`src/hdl/rpq_pkg.sv`:
```
package rpq_pkg;

    // Queue geometry
    localparam int QUEUE_DEPTH = 16;
    localparam int CNT_W       = $clog2(QUEUE_DEPTH + 1);
    localparam int LIMIT_W     = 5;
    localparam int CMP_W       = (CNT_W > LIMIT_W) ? CNT_W : LIMIT_W;

    // Field widths
    localparam int ID_W     = 16;
    localparam int PRIO_W   = 8;
    localparam int UNITS_W  = 8;
    localparam int ACT_W    = 2;
    localparam int STAT_W   = 3;
    localparam int WAIT_W   = 5;
    localparam int CFG_IDX_W = 2;
    localparam int CFG_DAT_W = 8;

    // Action codes
    localparam logic [ACT_W-1:0] ACT_SEIZE   = 2'd0;
    localparam logic [ACT_W-1:0] ACT_RELEASE = 2'd1;
    localparam logic [ACT_W-1:0] ACT_CANCEL  = 2'd2;

    // Status codes
    localparam logic [STAT_W-1:0] ST_GRANTED   = 3'd0;
    localparam logic [STAT_W-1:0] ST_QUEUED    = 3'd1;
    localparam logic [STAT_W-1:0] ST_REJECTED  = 3'd2;
    localparam logic [STAT_W-1:0] ST_RETURNED  = 3'd3;
    localparam logic [STAT_W-1:0] ST_HANDED    = 3'd4;
    localparam logic [STAT_W-1:0] ST_CANCELLED = 3'd5;
    localparam logic [STAT_W-1:0] ST_NOT_FOUND = 3'd6;

    // Configuration register indexes
    localparam logic [CFG_IDX_W-1:0] REG_TOTAL_UNITS   = 2'd0;
    localparam logic [CFG_IDX_W-1:0] REG_QUEUE_LIMITED = 2'd1;
    localparam logic [CFG_IDX_W-1:0] REG_QUEUE_LIMIT   = 2'd2;

    // Chain operations
    localparam logic [1:0] OP_HOLD   = 2'd0;
    localparam logic [1:0] OP_INSERT = 2'd1;
    localparam logic [1:0] OP_POP    = 2'd2;
    localparam logic [1:0] OP_REMOVE = 2'd3;

    // One waiter
    typedef struct packed {
        logic [ID_W-1:0]   id;
        logic [PRIO_W-1:0] prio;
    } t_entry;

    // Ripple signals handed from cell to cell
    typedef struct packed {
        logic keep;   // this and all earlier cells stay put on insert
        logic hit;    // a cancel match at or before this cell
    } t_link;

endpackage

```
`src/hdl/resource_pool_with_priority_wait_queue.sv`:
```
// Flow: a transaction accepted in the idle state runs in the exec state; its result is
// registered once the output slot is free, and a cancel stays in the cancel state
// while further waiters match. No new transaction is accepted until the result of
// the last one is loaded; a cancel removes one waiter per chain shift.
// Reset (synchronous, active low): free units 1, no waiters, queue limit off
// with limit 16, no result pending.
module resource_pool_with_priority_wait_queue
    import rpq_pkg::*;
(
    input  logic                 i_clk,
    input  logic                 i_rst_n,
    input  logic                 i_cfg_we,
    input  logic [CFG_IDX_W-1:0] i_cfg_index,
    input  logic [CFG_DAT_W-1:0] i_cfg_data,
    input  logic                 i_in_valid,
    output logic                 o_in_ready,
    input  logic [ACT_W-1:0]     i_action,
    input  logic [ID_W-1:0]      i_requester_id,
    input  logic [PRIO_W-1:0]    i_priority_req,
    output logic                 o_out_valid,
    input  logic                 i_out_ready,
    output logic [STAT_W-1:0]    o_status,
    output logic [ID_W-1:0]      o_handed_id,
    output logic [UNITS_W-1:0]   o_free_units,
    output logic [WAIT_W-1:0]    o_waiting_count
);

    localparam logic [1:0] S_IDLE   = 2'd0;
    localparam logic [1:0] S_EXEC   = 2'd1;
    localparam logic [1:0] S_CANCEL = 2'd2;

    logic [1:0]         r_state, n_state;
    logic [UNITS_W-1:0] r_free, n_free;
    logic [CNT_W-1:0]   r_count, n_count;
    logic               r_q_limited;
    logic [LIMIT_W-1:0] r_q_limit;
    logic [ACT_W-1:0]   r_act;
    t_entry             r_key;

    logic               r_out_valid;
    logic [STAT_W-1:0]  r_out_status;
    logic [ID_W-1:0]    r_out_handed;
    logic [UNITS_W-1:0] r_out_free;
    logic [WAIT_W-1:0]  r_out_wait;

    logic               w_out_load;
    logic [STAT_W-1:0]  w_status;
    logic [ID_W-1:0]    w_handed;
    logic [1:0]         w_op;
    logic               w_slot;
    logic               w_full;
    logic [ID_W-1:0]    w_head_id;
    logic               w_any_match;

    assign o_in_ready = (r_state == S_IDLE);
    assign w_slot     = !r_out_valid || i_out_ready;
    assign w_full     = (r_count >= CNT_W'(QUEUE_DEPTH)) ||
                        (r_q_limited && (CMP_W'(r_count) >= CMP_W'(r_q_limit)));

    rpq_chain u_chain (
        .i_clk       (i_clk),
        .i_op        (w_op),
        .i_count     (r_count),
        .i_key       (r_key),
        .o_head_id   (w_head_id),
        .o_any_match (w_any_match)
    );

    // Sequencer: decide the transaction and drive the chain
    always_comb begin
        n_state    = r_state;
        n_free     = r_free;
        n_count    = r_count;
        w_op       = OP_HOLD;
        w_out_load = 1'b0;
        w_status   = ST_NOT_FOUND;
        w_handed   = '0;
        case (r_state)
            S_IDLE: begin
                if (i_in_valid) begin
                    n_state = S_EXEC;
                end
            end
            S_EXEC: begin
                case (r_act)
                    ACT_SEIZE: begin
                        if (w_slot) begin
                            w_out_load = 1'b1;
                            n_state    = S_IDLE;
                            if (r_free != '0) begin
                                n_free   = r_free - 1'b1;
                                w_status = ST_GRANTED;
                            end else if (w_full) begin
                                w_status = ST_REJECTED;
                            end else begin
                                w_op     = OP_INSERT;
                                n_count  = r_count + 1'b1;
                                w_status = ST_QUEUED;
                            end
                        end
                    end
                    ACT_RELEASE: begin
                        if (w_slot) begin
                            w_out_load = 1'b1;
                            n_state    = S_IDLE;
                            if (r_count == '0) begin
                                if (r_free != '1) begin
                                    n_free = r_free + 1'b1;
                                end
                                w_status = ST_RETURNED;
                            end else begin
                                w_op     = OP_POP;
                                n_count  = r_count - 1'b1;
                                w_handed = w_head_id;
                                w_status = ST_HANDED;
                            end
                        end
                    end
                    ACT_CANCEL: begin
                        if (w_any_match) begin
                            w_op    = OP_REMOVE;
                            n_count = r_count - 1'b1;
                            n_state = S_CANCEL;
                        end else if (w_slot) begin
                            w_out_load = 1'b1;
                            w_status   = ST_NOT_FOUND;
                            n_state    = S_IDLE;
                        end
                    end
                    default: begin
                        if (w_slot) begin
                            w_out_load = 1'b1;
                            w_status   = ST_NOT_FOUND;
                            n_state    = S_IDLE;
                        end
                    end
                endcase
            end
            S_CANCEL: begin
                // one matching waiter leaves per pass
                if (w_any_match) begin
                    w_op    = OP_REMOVE;
                    n_count = r_count - 1'b1;
                end else if (w_slot) begin
                    w_out_load = 1'b1;
                    w_status   = ST_CANCELLED;
                    n_state    = S_IDLE;
                end
            end
            default: begin
                n_state = S_IDLE;
            end
        endcase
        // writing total units reloads the pool
        if (i_cfg_we && (i_cfg_index == REG_TOTAL_UNITS)) begin
            n_free = i_cfg_data[UNITS_W-1:0];
        end
    end

    // Control state
    always_ff @(posedge i_clk) begin
        if (!i_rst_n) begin
            r_state     <= S_IDLE;
            r_free      <= UNITS_W'(1);
            r_count     <= '0;
            r_q_limited <= 1'b0;
            r_q_limit   <= LIMIT_W'(16);
            r_out_valid <= 1'b0;
        end else begin
            r_state <= n_state;
            r_free  <= n_free;
            r_count <= n_count;
            if (i_cfg_we && (i_cfg_index == REG_QUEUE_LIMITED)) begin
                r_q_limited <= i_cfg_data[0];
            end
            if (i_cfg_we && (i_cfg_index == REG_QUEUE_LIMIT)) begin
                r_q_limit <= i_cfg_data[LIMIT_W-1:0];
            end
            if (w_out_load) begin
                r_out_valid <= 1'b1;
            end else if (i_out_ready) begin
                r_out_valid <= 1'b0;
            end
        end
    end

    // Captured transaction and result payload
    always_ff @(posedge i_clk) begin
        if (i_in_valid && o_in_ready) begin
            r_act      <= i_action;
            r_key.id   <= i_requester_id;
            r_key.prio <= i_priority_req;
        end
        if (w_out_load) begin
            r_out_status <= w_status;
            r_out_handed <= w_handed;
            r_out_free   <= n_free;
            r_out_wait   <= WAIT_W'(n_count);
        end
    end

    assign o_out_valid     = r_out_valid;
    assign o_status        = r_out_status;
    assign o_handed_id     = r_out_handed;
    assign o_free_units    = r_out_free;
    assign o_waiting_count = r_out_wait;

endmodule

```
`src/hdl/rpq_cell.sv`:
```
module rpq_cell
    import rpq_pkg::*;
(
    input  logic         i_clk,
    input  logic [1:0]   i_op,
    input  logic         i_occ,
    input  t_entry       i_key,
    input  t_link        i_link,
    input  t_entry       i_prev,
    input  t_entry       i_next,
    output t_entry       o_entry,
    output t_link        o_link
);

    t_entry r_entry;
    t_entry n_entry;
    logic   w_keep;
    logic   w_match;

    // Local compare against the broadcast key
    assign w_keep  = i_occ && (r_entry.prio >= i_key.prio);
    assign w_match = i_occ && (r_entry.id == i_key.id);

    assign o_link.keep = w_keep;
    assign o_link.hit  = i_link.hit | w_match;
    assign o_entry     = r_entry;

    // Next entry: hold, take key, or shift from a neighbor
    always_comb begin
        n_entry = r_entry;
        case (i_op)
            OP_INSERT: begin
                if (w_keep) begin
                    n_entry = r_entry;
                end else if (i_link.keep) begin
                    n_entry = i_key;
                end else begin
                    n_entry = i_prev;
                end
            end
            OP_POP: begin
                n_entry = i_next;
            end
            OP_REMOVE: begin
                if (o_link.hit) begin
                    n_entry = i_next;
                end
            end
            default: begin
                n_entry = r_entry;
            end
        endcase
    end

    always_ff @(posedge i_clk) begin
        r_entry <= n_entry;
    end

endmodule

```
`src/hdl/rpq_chain.sv`:
```
module rpq_chain
    import rpq_pkg::*;
(
    input  logic             i_clk,
    input  logic [1:0]       i_op,
    input  logic [CNT_W-1:0] i_count,
    input  t_entry           i_key,
    output logic [ID_W-1:0]  o_head_id,
    output logic             o_any_match
);

    t_entry w_entry [QUEUE_DEPTH];
    t_link  w_link  [QUEUE_DEPTH+1];
    logic   w_occ   [QUEUE_DEPTH];

    // Head of the chain: insert lands in cell 0 unless it keeps
    assign w_link[0].keep = 1'b1;
    assign w_link[0].hit  = 1'b0;

    genvar g;
    generate
        for (g = 0; g < QUEUE_DEPTH; g++) begin : g_cell
            t_entry w_prev;
            t_entry w_next;

            assign w_occ[g] = (i_count > CNT_W'(g));

            if (g == 0) begin : g_first
                assign w_prev = i_key;
            end else begin : g_mid
                assign w_prev = w_entry[g-1];
            end

            if (g == QUEUE_DEPTH - 1) begin : g_last
                assign w_next = i_key;
            end else begin : g_inner
                assign w_next = w_entry[g+1];
            end

            rpq_cell u_cell (
                .i_clk   (i_clk),
                .i_op    (i_op),
                .i_occ   (w_occ[g]),
                .i_key   (i_key),
                .i_link  (w_link[g]),
                .i_prev  (w_prev),
                .i_next  (w_next),
                .o_entry (w_entry[g]),
                .o_link  (w_link[g+1])
            );
        end
    endgenerate

    assign o_head_id   = w_entry[0].id;
    assign o_any_match = w_link[QUEUE_DEPTH].hit;

endmodule

```
`config.mk`:
```
export PLATFORM = sky130hd
export DESIGN_NAME = resource_pool_with_priority_wait_queue
export DESIGN_NICKNAME = d
export VERILOG_FILES = /design/src/hdl/rpq_pkg.sv /design/src/hdl/resource_pool_with_priority_wait_queue.sv /design/src/hdl/rpq_cell.sv /design/src/hdl/rpq_chain.sv
export SDC_FILE = /design/constraint.sdc
export NUM_CORES = 1
export LEC_CHECK = 0
export BUFFER_PORTS_ARGS = -buffer_cell sky130_fd_sc_hd__buf_2
export CELL_PAD_IN_SITES_DETAIL_PLACEMENT = 1
export CELL_PAD_IN_SITES_GLOBAL_PLACEMENT = 2
export CORE_MARGIN = 2
export CORE_UTILIZATION = 42
export DETAILED_ROUTE_END_ITERATION = 8
export PLACE_DENSITY_LB_ADDON = 0.1
export SLEW_MARGIN = 20
export SYNTH_ARGS = -nofsm -noshare
export SYNTH_HDL_FRONTEND = slang
export SYNTH_SLANG_ARGS = --single-unit
```
`constraint.sdc`:
```
create_clock -name i_clk -period 6.7 [get_ports i_clk]
set_input_delay 0 -clock i_clk [delete_from_list [all_inputs] [get_ports i_clk]]
set_output_delay 0 -clock i_clk [all_outputs]
set_load 0.05 [all_outputs]
```
== Word-level counts from Yosys, hierarchy flattened ==
Cells that the tools add are included.

* Register bits after elaboration: 464
* Input port bits: 41
* Output and inout port bits: 34
* Word-level logic and storage cells: 334

* Add/sub/neg operators: 4
* Order comparisons: 34
* Equal/unequal tests: 60
* Mux-type cells: 108
* Bitwise operators: 18
* Reduce and logical (&&, ||, !) cells: 65

{| class="wikitable"
|+ Operator list
! cell !! count
|-
| $pmux W24 S3 || 16
|-
| $mux W24 || 47
|-
| $eq A16 B16 Y1 || 16
|-
| $ge A8 B8 Y1 || 16
|-
| $ne A2 B2 Y1 const B || 33
|-
| $mux W8 || 7
|-
| $reduce_and A3 Y1 || 16
|-
| $gt A5 B4 Y1 const B || 8
|-
| $logic_and A1 B1 Y1 || 37
|-
| $mux W5 || 6
|-
| $mux W2 || 12
|-
| $gt A5 B3 Y1 const B || 4
|-
| $pmux W8 S2 || 1
|-
| $or A1 B1 Y1 || 15
|-
| $pmux W5 S3 || 1
|-
| $pmux W2 S3 || 2
|-
| $pmux W3 S2 || 2
|-
| $eq A2 B2 Y1 const B || 5
|-
| $gt A5 B1 Y1 const B || 2
|-
| $gt A5 B2 Y1 const B || 2
|-
| $pmux W5 S2 || 1
|-
| $mux W3 || 3
|-
| $add A8 B1 Y8 const B || 1
|-
| $eq A2 B1 Y1 const B || 4
|-
| 20 further kinds || 32
|}

== Logic depth before layout (Yosys ltp) ==
Gate-level depths: netlist of the first run.

* Word-level depth: 23
* Gate-level depth with buffers: 16

== Modules after synthesis ==
Synthesis of the first run repeated with hierarchy kept, for this count alone.

* Cell total of the unflattened synthesis: 2968
* Area, all modules: 30473.0 um2

{| class="wikitable"
|+ Modules (own cells, without submodules)
! module !! instances !! cells each !! area each (um2) !! seq. area each (um2)
|-
| rpq_cell (u_chain.g_cell[0].u_cell ...) || 9 || 155 || 1620.3 || 720.7
|-
| rpq_cell (u_chain.g_cell[3].u_cell ...) || 7 || 159 || 1622.8 || 720.7
|-
| resource_pool_with_priority_wait_queue || 1 || 431 || 4383.0 || 2182.1
|-
| rpq_chain || 1 || 29 || 147.6 || 0.0
|}

== Least setup slack after synthesis of the first run ==
No wires, ideal clock.

* Path type: flip-flop to flip-flop
* Start point: register r_count[1]
* End point: register r_out_free[0], in the netlist o_free_units[0] (enable)
* Setup time: 0.470 ns
* Arrival: 5.223 ns
* Data required time: 6.230 ns
* Setup slack: 1.007 ns
* Stages on the path, launching flop included: 14
* Clock period less this slack: 5.693 ns
* Cells stage by stage: dfxtp_1 clkbuf_1 inv_1 ha_1 o21ba_2 a21oi_1 nor4_1 or4_1 or3_1 buf_2 nor2_1 clkbuf_1 nand2_1 a211oi_1

* Cells in the longest elaborated chain, start to end: 20
* Elaborated cells between the ends (all ways): 50
* Classes of those cells: order compare (16); mux (3); bitwise (15); reduce/logical (16)

{| class="wikitable"
|+ Ends and longest elaborated chain
! element !! line !! RTL
|-
| start, declared || resource_pool_with_priority_wait_queue.sv:34 || <nowiki>logic [CNT_W-1:0] r_count, n_count;</nowiki>
|-
| start signal, assigned || resource_pool_with_priority_wait_queue.sv:172 || <nowiki>r_count <= n_count;</nowiki>
|-
| $gt A5 B1 Y1 || rpq_chain.sv:26 || <nowiki>assign w_occ[g] = (i_count > CNT_W'(g));</nowiki>
|-
| $logic_and A1 B1 Y1 || rpq_cell.sv:22 || <nowiki>assign w_match = i_occ && (r_entry.id == i_key.id);</nowiki>
|-
| $or A1 B1 Y1 (14 in series) || rpq_cell.sv:25 || <nowiki>assign o_link.hit = i_link.hit | w_match;</nowiki>
|-
| $or A1 B1 Y1 (*) || rpq_cell.sv:25 ||
|-
| $mux W1 (*) || resource_pool_with_priority_wait_queue.sv:120 || <nowiki>if (w_any_match) begin</nowiki>
|-
| $mux W1 || - ||
|-
| $pmux W1 S2 (*) || resource_pool_with_priority_wait_queue.sv:78 || <nowiki>case (r_state)</nowiki>
|-
| via w_out_load || resource_pool_with_priority_wait_queue.sv:46 || <nowiki>logic w_out_load;</nowiki>
|-
| end signal, assigned || resource_pool_with_priority_wait_queue.sv:197 || <nowiki>r_out_free <= n_free;</nowiki>
|-
| end, declared || resource_pool_with_priority_wait_queue.sv:43 || <nowiki>logic [UNITS_W-1:0] r_out_free;</nowiki>
|}

The timed path passes the listed nets; every way through them passes the cells marked *.
A chain may end at the register's enable or synchronous reset.

== Worst setup path after layout of the first run ==
* Start point: register r_count[1]
* End point: register u_chain.g_cell[14].u_cell.r_entry (netlist bit u_chain.g_cell[14].u_cell.o_entry[9]) (enable)

* Cells in the longest elaborated chain, start to end: 23
* Elaborated cells between the ends (all ways): 68
* Classes of those cells: order compare (18); eq/ne (5); mux (8); bitwise (15); reduce/logical (22)

{| class="wikitable"
|+ Ends and longest elaborated chain
! element !! line !! RTL
|-
| $gt A5 B1 Y1 || rpq_chain.sv:26 ||
|-
| $logic_and A1 B1 Y1 || rpq_cell.sv:22 ||
|-
| $or A1 B1 Y1 (15 in series) || rpq_cell.sv:25 ||
|-
| $mux W2 || resource_pool_with_priority_wait_queue.sv:120, resource_pool_with_priority_wait_queue.sv:141 ||
|-
| $pmux W2 S3 || resource_pool_with_priority_wait_queue.sv:85 || <nowiki>case (r_act)</nowiki>
|-
| $pmux W2 S2 || resource_pool_with_priority_wait_queue.sv:78 ||
|-
| $eq A2 B1 Y1 / $eq A2 B2 Y1 (equally long branches) || rpq_cell.sv:31 || <nowiki>case (i_op)</nowiki>
|-
| $ne A2 B2 Y1 (no line) / $reduce_bool A3 Y1 (equally long branches) || - ||
|-
| $reduce_and A3 Y1 (no line) (*) || - ||
|-
| end signal, assigned || rpq_cell.sv:56 || <nowiki>r_entry <= n_entry;</nowiki>
|-
| end, declared || rpq_cell.sv:15 || <nowiki>t_entry r_entry;</nowiki>
|}

Every way passes the cells marked *; elsewhere a longest branch is shown, timed or not.

==> results of run 1 <==
## per-stage QoR
stage / area (um^2) / cells / util (%)
after floorplan: 29680 / 3089 / -
after global placement: 31120 / 3963 / 44.44
after detailed placement: 31130 / 3963 / 44.45
after CTS: 33440 / 4107 / 47.75
after global routing: 33450 / 4108 / 47.76
final: 33450 / 4109 / 47.77
## worst min-delay path by stage
stage	from	end	slack [ns]
floorplan	i_rst_n	r_free[0]$_SDFF_PN1_	0.07
global placement	i_requester_id[11]	r_key[19]$_DFFE_PP_	0.18
detailed placement	i_requester_id[11]	r_key[19]$_DFFE_PP_	0.18
CTS	i_cfg_index[0]	o_free_units[3]$_DFFE_PP_	0.003
global route	i_cfg_index[0]	o_free_units[0]$_DFFE_PP_	0.07
finish	i_cfg_index[0]	o_free_units[3]$_DFFE_PP_	0.02
## cells by family after synthesis
kind of cell	Yosys count	share of synthesized area, %
and+or+nand+nor	1145	16.85
muxes	182	6.344
xor gates and xnor gates	261	7.701
DFF	464	46.20
buffers and inverters	288	4.371
AOI/OAI and AO/OA	604	12.43
adders and majority gates	145	6.112
## registers in the layout, summed over array words and instances (netlist names)
name and flops:
r_q_limit 5, o_handed_id 16, r_key 24, r_free 8
r_act 2, o_out_valid 1, r_state 2, r_count 5
o_free_units 8, r_q_limited 1, u_chain.g_cell.u_cell.o_entry 384, o_waiting_count 5
o_status 3
## metal layers
metal | track usage, % | wire, um | up-vias
met4 | 8.494 | 2971 | 0
met5 | 0 | 0 | -
met2 | 48.79 | 51450 | 712
met1 | 41.26 | 49560 | 12561
li1 | - | - | 11150
met3 | 3.316 | 5670 | 161
## cells in the final DEF, fill, tap and decap left out, drive strengths merged, types with 9 or more instances in the layout
cell	count
a21oi	203
o21a	11
xnor2	138
a21o	46
nand2	453
or2	11
ha	145
and2	33
clkbuf	67
mux2i	133
edfxtp	442
a31oi	204
nor2	418
xor2	123
dlygate4sd3	39
a211oi	19
mux2	49
nor2b	9
nand4	51
clkinv	28
buf	173
dfxtp	22
nand2b	23
inv	50
nand3	27
nor3	24
o21ai	59
nor4	49
## where the power goes
part / switching, uW / internal (uW)
clock: 1360 / 1890
sequential: 37.4 / 3170
combinational: 391 / 205
## cell type report
| cell class | instances | share of cell area (%) |
|---|---|---|
| Tap cell | 940 | 3.516 |
| Inverter | 49 | 0.5499 |
| Multi-Input combinational cell | 2337 | 44.50 |
| Sequential cell | 464 | 41.00 |
| Clock inverter | 38 | 1.204 |
| Timing Repair Buffer | 212 | 4.683 |
| Clock buffer | 67 | 4.534 |
| Antenna cell | 2 | 0.01496 |
## worst max-delay path, cell delays in order (launching register included)
cell,delay [ns]
dfxtp_1,0.63
ha_1,0.34
inv_1,0.09
a31oi_1,0.54
nor4_1,0.17
or4_1,0.63
or3_1,0.53
o311ai_4,0.92
buf_4,0.50
o21ai_2,0.13
o22ai_2,0.35
buf_4,0.44
## timing repair
| item | 4_1_cts | 5_1_grt |
|---|---|---|
| hold endpoints to repair | 52 | 0 |
| setup buffers | 0 | 0 |
| hold buffers | 39 | 0 |
| setup endpoints to repair | 0 | 0 |
==> impl_metrics.ini, run 1 <==
[synth]
ys_top_cells_by_count = 453 x nand2_1, 442 x edfxtp_1, 417 x nor2_1
syn_nets = 3275
netlist.area_leader.share_pct = 44.71
yosysMostFrequentCell = nand2_1
synth-edff-count = 442
yosysTopAreaCell = edfxtp_1
ys_warn_count = 0
async_flop_share_pct = 0
ys_seq_area_share_pct = 46.20
postSynthAreaPerCell_um2 = 9.609
synth_flop_cell = edfxtp_1
synth_top_cells_by_area = edfxtp_1 45%, ha_1 6.1%, nand2_1 5.7%
postSynthCellCount = 3089
ys_seq_elements = 464
syn-cell-area_um2 = 29680
yosysUniqueCellTypes = 69

[drt]
drc = 0
drt-initial-drc-count = 1895
final_antenna_net_count = 0
post_drt_wl_per_cell_um = 26.69
first_pass_iters = 5
vias_per_cell = 5.983
vias = 24584
wl_um = 109600

[sta]
slew_viol_final = 0
tns_ns = 0
finalSetupViolCount = 0
fin_ws_ns = 1.001
holdWs_ns = 0.01946
worst_pin_slew_ns = 1.065
skew_ns = 0.02339
finalHoldViolCount = 0
fin_crit_sh_pct = 85.07
max_freq_ghz = 0.1755
min_period_ns = 5.699
maxSlewHeadroom_pct = 28.23
rsz0062_at_grt = false

[setup_path]
r2r_cells = 11
reg2reg_to = u_chain.g_cell[14].u_cell.o_entry[9]$_DFFE_PP_
cp_max_fo = 37
endpoint_kind = register
endpoint = u_chain.g_cell[14].u_cell.o_entry[9]$_DFFE_PP_
path_class = register to register
r2r_start = r_count[1]$_SDFF_PN0_
start_kind = register
crit_start = r_count[1]$_SDFF_PN0_
cp.required_ns = 6.98
rrSetupSlack_ns = 1.00
crit_arrival_ns = 5.98

[placement]
numPortBuffers = 74
dpl.hpwl_um = 77400
gp_congestion = 0.9061
post-place-ws_ns = 1.232

[worst_hold_path]
hold_depth = 4
hp-class = primary input to register

[clocking]
worstSkewPairLatency_ns = 0.65
cts_tree = built
numCtsBuffers = 56
clkSinkCount = 464
cts.htree.levels = 2
clk_pin_slew_ns = 0.07
cts_buffer_depth = 3
root_buffer = clkbuf_16
cts_resized = 0

[floorplan]
core_um2 = 70030
initial_core_util_pct = 42.39
die_h_um = 269.8
row_count = 97
dieArea_um2 = 72820
ios = 75
die-width_um = 269.8

[finish]
area_growth_pct = 12.69
drive_above_1_share_pct = 11.15
multi_input_area_um2 = 14890
nFillCells = 7775
nets = 3306
seqCellArea_um2 = 13710

[global_routing]
grt-ovfl-total = 0
antenna_found_initial = 1
grt_max_degree = 192
grt_usage_pct = 29.64
grt_first_pass_wirelength_um = 166100
grt_pass1_vias = 25845

[pwr]
powerDensity_nw_per_um2 = 210.6
power_uw = 7045
irDropWorstVdd_v = 0.0001722
power_leakage_uw = 0.01286

[status]
status = finished, final reports clean

[job]
maxCapViolations = 0
Power figures use the tool's default switching activity.
==> run 2: changes to the inputs <==
--- a/config.mk
+++ b/config.mk
@@ -5,12 +5,15 @@
 export SDC_FILE = /design/constraint.sdc
 export NUM_CORES = 1
 export LEC_CHECK = 0
+export ABC_CLOCK_PERIOD_IN_PS = 6700
 export BUFFER_PORTS_ARGS = -buffer_cell sky130_fd_sc_hd__buf_2
 export CELL_PAD_IN_SITES_DETAIL_PLACEMENT = 1
 export CELL_PAD_IN_SITES_GLOBAL_PLACEMENT = 2
 export CORE_MARGIN = 2
 export CORE_UTILIZATION = 42
 export DETAILED_ROUTE_END_ITERATION = 8
+export GPL_TIMING_DRIVEN = 0
+export MAX_ROUTING_LAYER = met4
 export PLACE_DENSITY_LB_ADDON = 0.1
 export SLEW_MARGIN = 20
 export SYNTH_ARGS = -nofsm -noshare
==> impl_metrics.ini, run 2 (same netlist as run 1, synthesis figures left out) <==
[finish]
largest_register_ffs = 384
final_common_cell = nand2_1
final_cell_mix = 453 x nand2_1, 442 x edfxtp_1, 417 x nor2_1
instances_no_fill = 4284
drive_above_1_share_pct = 12.73
area_growth_pct = 15.03
nets = 3478

[drt]
wl_um = 139200
first_pass_iters = 5
final_antenna_net_count = 0
post_drt_wl_per_cell_um = 32.49
drc = 0
drt-initial-drc-count = 2968
vias_per_cell = 6.267
vias = 26848

[sta]
rsz0062_at_grt = false
finalSetupViolCount = 0
maxSlewHeadroom_pct = 11.08
worst_pin_slew_ns = 1.334
min_period_ns = 6.259
slew_viol_final = 0
finalHoldViolCount = 0
skew_ns = 0.03849
max_freq_ghz = 0.1598
fin_crit_sh_pct = 93.41

[clocking]
cts_buffer_depth = 3
root_buffer = clkbuf_16
clkSinkCount = 464
worstSkewPairLatency_ns = 0.65
numCtsBuffers = 56
clk_pin_slew_ns = 0.06
cts.htree.levels = 2
cts_hold_repair.buffers = 46
cts_resized = 0
cts_setup_buffers = 0
cts_tree = built

[job]
maxCapViolations = 0

[placement]
gp_congestion = 0.9623
dpl.cell_count = 4128
dpl.hpwl_um = 103400
numPortBuffers = 74

[floorplan]
die_h_um = 269.8
die-width_um = 269.8
initial_core_util_pct = 42.39
core_um2 = 70030
dieArea_um2 = 72820
row_count = 97
ios = 75

[setup_path]
slowest_delay_ns = 0.93
path_class = register to register
endpoint_kind = register
path_cells = clkbuf_1, inv_1, ha_1, o21ba_2, a21oi_1, nor4_1, or4_1, or3_1, buf_2, nor2_1, mux2_2, a211oi_4, buf_8, buf_6
start_kind = register
crit_family = compound AO/OA/AOI/OAI gates
slowest_stage = a21oi_1
cp_max_fo = 10
crit_buf_inv = 5
crit_arrival_ns = 6.61
cp.required_ns = 7.06

[pwr]
powerDensity_nw_per_um2 = 206.4
irDropWorstVdd_v = 0.0001846
power_leakage_uw = 0.01308
power_uw = 7048

[global_routing]
antenna_found_initial = 9
grt_max_degree = 25
grt_first_pass_wirelength_um = 196700
gr-max-usage-layer = met2
grt_pass1_vias = 27463
met1_usage_pct = 48.90
grt_usage_pct = 38.62
groute.layer.met3.usage_pct = 6.419
grt.met2_usage_pct = 59.07
grt-ovfl-total = 0

[status]
status = finished, final reports clean

[worst_hold_path]
hp-class = primary input to register
[run 2: cell count changes in the layout (fill, tap and decap cells not counted), moves of 10 or more]
| cell | previous run | this run |
|---|---|---|
| buf_2 | 74 | 184 |
| clkbuf_1 | 7 | 99 |
| buf_4 | 94 | 23 |
| clkbuf_2 | 0 | 18 |
| buf_6 | 0 | 10 |
[run 2: per-stage QoR]
stage,instance area [um^2],worst slack (ns),utilization [%],TNS [ns],hold WS [ns]
detailed placement,31860,0.3028,45.50,0,0.1784
finish,34150,0.4415,48.76,0,0.05661
global route,34140,0.3566,48.74,0,0.05037
global placement,31230,-2.001,44.60,-450.96,0.1768
floorplan,29680,1.007,-,0,0.07304
CTS,34130,0.3259,48.74,0,0.03468
[run 2: layout make-up]
| cell class | instances | area (um^2) |
|---|---|---|
| antenna | 5 | 12.51 |
| buffer | 239 | 1136 |
| clock buffer | 69 | 1481 |
| clock inverter | 36 | 326.6 |
| fill | 7941 | 35880 |
| inverter | 49 | 183.9 |
| multi-input combinational | 2337 | 14910 |
| sequential | 464 | 13710 |
| tap | 940 | 1176 |
| timing repair buffer | 145 | 1210 |
[run 2: metal layers]
metal | part of all wire, % | wire length (um)
met5 | 0 | 0
met4 | 6.3 | 8786
met2 | 45 | 62550
met1 | 41 | 56400
met3 | 8.2 | 11470
[run 2: worst reg2reg max path, cell delays in order (launching register included)]
cell and delay, ns:
dfxtp_1 0.37, clkbuf_1 0.25, inv_1 0.17, ha_1 0.23, o21ba_2 0.19, a21oi_1 0.93, nor4_1 0.30, or4_1 0.75
or3_1 0.43, buf_2 0.23, nor2_1 0.33, mux2_2 0.66, a211oi_4 0.76, buf_8 0.24, buf_6 0.16
[run 2: where the power goes]
part / switching [uW] / internal (uW)
Combinational: 505 / 213
Sequential: 21.0 / 3170
Clock: 1350 / 1790
Total: 1870 / 5170
[run 2: path summary, 6_finish.rpt]
check                                                        end  slack, ns                 startpoint  cells after the start
setup / recovery  u_chain.g_cell[5].u_cell.o_entry[12]$_DFFE_PP_       0.44      r_count[1]$_SDFF_PN0_                     14
hold / removal                         o_free_units[0]$_DFFE_PP_       0.06                   i_cfg_we                      3
setup reg to reg  u_chain.g_cell[5].u_cell.o_entry[12]$_DFFE_PP_       0.44      r_count[1]$_SDFF_PN0_                     14
hold reg to reg                        r_q_limit[0]$_SDFFE_PN0P_       0.52  r_q_limit[0]$_SDFFE_PN0P_                      2
==> run 3: changes to the inputs <==
--- a/config.mk
+++ b/config.mk
@@ -5,7 +5,6 @@
 export SDC_FILE = /design/constraint.sdc
 export NUM_CORES = 1
 export LEC_CHECK = 0
-export ABC_CLOCK_PERIOD_IN_PS = 6700
 export BUFFER_PORTS_ARGS = -buffer_cell sky130_fd_sc_hd__buf_2
 export CELL_PAD_IN_SITES_DETAIL_PLACEMENT = 1
 export CELL_PAD_IN_SITES_GLOBAL_PLACEMENT = 2
@@ -15,6 +14,8 @@
 export GPL_TIMING_DRIVEN = 0
 export MAX_ROUTING_LAYER = met4
 export PLACE_DENSITY_LB_ADDON = 0.1
+export REMOVE_ABC_BUFFERS = 1
+export SKIP_LAST_GASP = 1
 export SLEW_MARGIN = 20
 export SYNTH_ARGS = -nofsm -noshare
 export SYNTH_HDL_FRONTEND = slang
==> impl_metrics.ini, run 3 (same netlist as run 1, synthesis figures left out) <==
[placement]
dpl.hpwl_um = 74430
dpl.cell_count = 3977
gp_congestion = 0.8713
post-place-ws_ns = 0.6090
numPortBuffers = 74

[drt]
vias = 24271
final_antenna_net_count = 0
post_drt_wl_per_cell_um = 24.06
first_pass_iters = 7
drt-initial-drc-count = 1632
wl_um = 99320
vias_per_cell = 5.881
drc = 0

[clocking]
cts.htree.levels = 2
worstSkewPairLatency_ns = 0.63
root_buffer = clkbuf_16
clkSinkCount = 464
cts_tree = built
cts_buffer_depth = 3
clk_pin_slew_ns = 0.06
numCtsBuffers = 56
cts_setup_buffers = 0

[sta]
maxSlewHeadroom_pct = 18.49
fin_ws_ns = 0.4971
min_period_ns = 6.203
slew_viol_final = 0
holdWs_ns = 0.04551
skew_ns = 0.02133
rsz0062_at_grt = false
max_freq_ghz = 0.1612
tns_ns = 0
finalHoldViolCount = 0
worst_pin_slew_ns = 1.217
finalSetupViolCount = 0
fin_crit_sh_pct = 92.58

[pwr]
power_uw = 6909
irDropWorstVdd_v = 0.0002602
powerDensity_nw_per_um2 = 201.8
power_leakage_uw = 0.01308

[setup_path]
reg2reg_to = u_chain.g_cell[3].u_cell.o_entry[10]$_DFFE_PP_
endpoint = u_chain.g_cell[3].u_cell.o_entry[10]$_DFFE_PP_
crit_cells = 10
cp_max_fo = 14
r2r_start = r_count[0]$_SDFF_PN0_
r2r_cells = 10
slowest_delay_ns = 0.88
crit_arrival_ns = 6.53
path_cells = ha_1, o21ba_2, a21oi_1, nor4_1, or4_1, or3_1, nor2_1, mux2_1, a211oi_4, buf_6
crit_family = simple AND/OR/NAND/NOR gates
rrSetupSlack_ns = 0.50
start_kind = register
cp.required_ns = 7.03
slowest_stage = nor2_1
path_class = register to register
crit_start = r_count[0]$_SDFF_PN0_
crit_buf_inv = 1
endpoint_kind = register

[finish]
nFillCells = 7858
instances_no_fill = 4127
final_common_cell = nand2_1
area_growth_pct = 15.32
final_cell_mix = 452 x nand2_1, 442 x edfxtp_1, 412 x nor2_1
drive_above_1_share_pct = 11.58
largest_register_ffs = 384
diodes = 0
nets = 3325

[floorplan]
die_h_um = 269.8
row_count = 97
initial_core_util_pct = 42.39
dieArea_um2 = 72820
die-width_um = 269.8
ios = 75
core_um2 = 70030

[global_routing]
grt_max_degree = 29
grt-ovfl-total = 0
grt_first_pass_wirelength_um = 154800
antenna_found_initial = 0
grt_pass1_vias = 25992
grt_usage_pct = 27.79

[job]
maxCapViolations = 0

[worst_hold_path]
hp-class = primary input to register

[status]
status = finished, final reports clean
-- run 3: worst min path at each step --
stage / start / endpoint / slack, ns / depth (start not counted)
2_1_floorplan: i_rst_n / r_q_limit[4]$_SDFFE_PN1P_ / 0.06 / 1
3_3_place_gp: i_requester_id[14] / r_key[22]$_DFFE_PP_ / 0.18 / 1
3_5_place_dp: i_requester_id[15] / r_key[23]$_DFFE_PP_ / 0.18 / 1
4_1_cts: i_cfg_we / o_free_units[0]$_DFFE_PP_ / 0.01 / 3
5_1_grt: i_cfg_we / o_free_units[0]$_DFFE_PP_ / 0.04 / 3
6_report: i_cfg_we / o_free_units[0]$_DFFE_PP_ / 0.05 / 3
-- run 3: through the flow --
step / cell area [um^2] / utilization [%]
2_1_floorplan: 28570 / -
3_3_place_gp: 30120 / 43.01
3_5_place_dp: 31960 / 45.64
4_1_cts: 34220 / 48.87
5_1_grt: 34230 / 48.88
6_report: 34230 / 48.88
-- run 3: metal layers --
metal  routed length, um  vias to the layer above  global-route usage, %
met5                   0                        -                      -
met1               45710                    12396                  37.09
met2               46730                      525                  44.74
met4                2639                        0                  7.807
met3                4241                      147                  3.263
li1                    -                    11203                      -
-- run 3: power breakdown --
part	switching, uW	internal (uW)
combinational	357	220
sequential	56.6	3170
clock	1340	1770
total	1750	5160
-- run 3: what timing repair did --
item | 4_1_cts | 5_1_grt
hold buffers | 44 | 0
gates resized for setup | 0 | 0
endpoints found under the hold margin | 52 | 0
-- run 3: tightest hold or removal path, delay by kind of cell --
family / cells / cell delay, ns
buf+inv: 1 / 0.11
mux: 1 / 0.24
simple gates: 1 / 0.20
-- run 3: area by class of cell --
class / count / area (um^2) / share of cell area, %
multi-input combinational: 2337 / 14970 / 43.73
sequential: 464 / 13710 / 40.06
timing repair buffer: 231 / 2364 / 6.905
clock buffer: 67 / 1485 / 4.339
tap: 940 / 1176 / 3.436
clock inverter: 39 / 339.1 / 0.9906
inverter: 49 / 183.9 / 0.5373
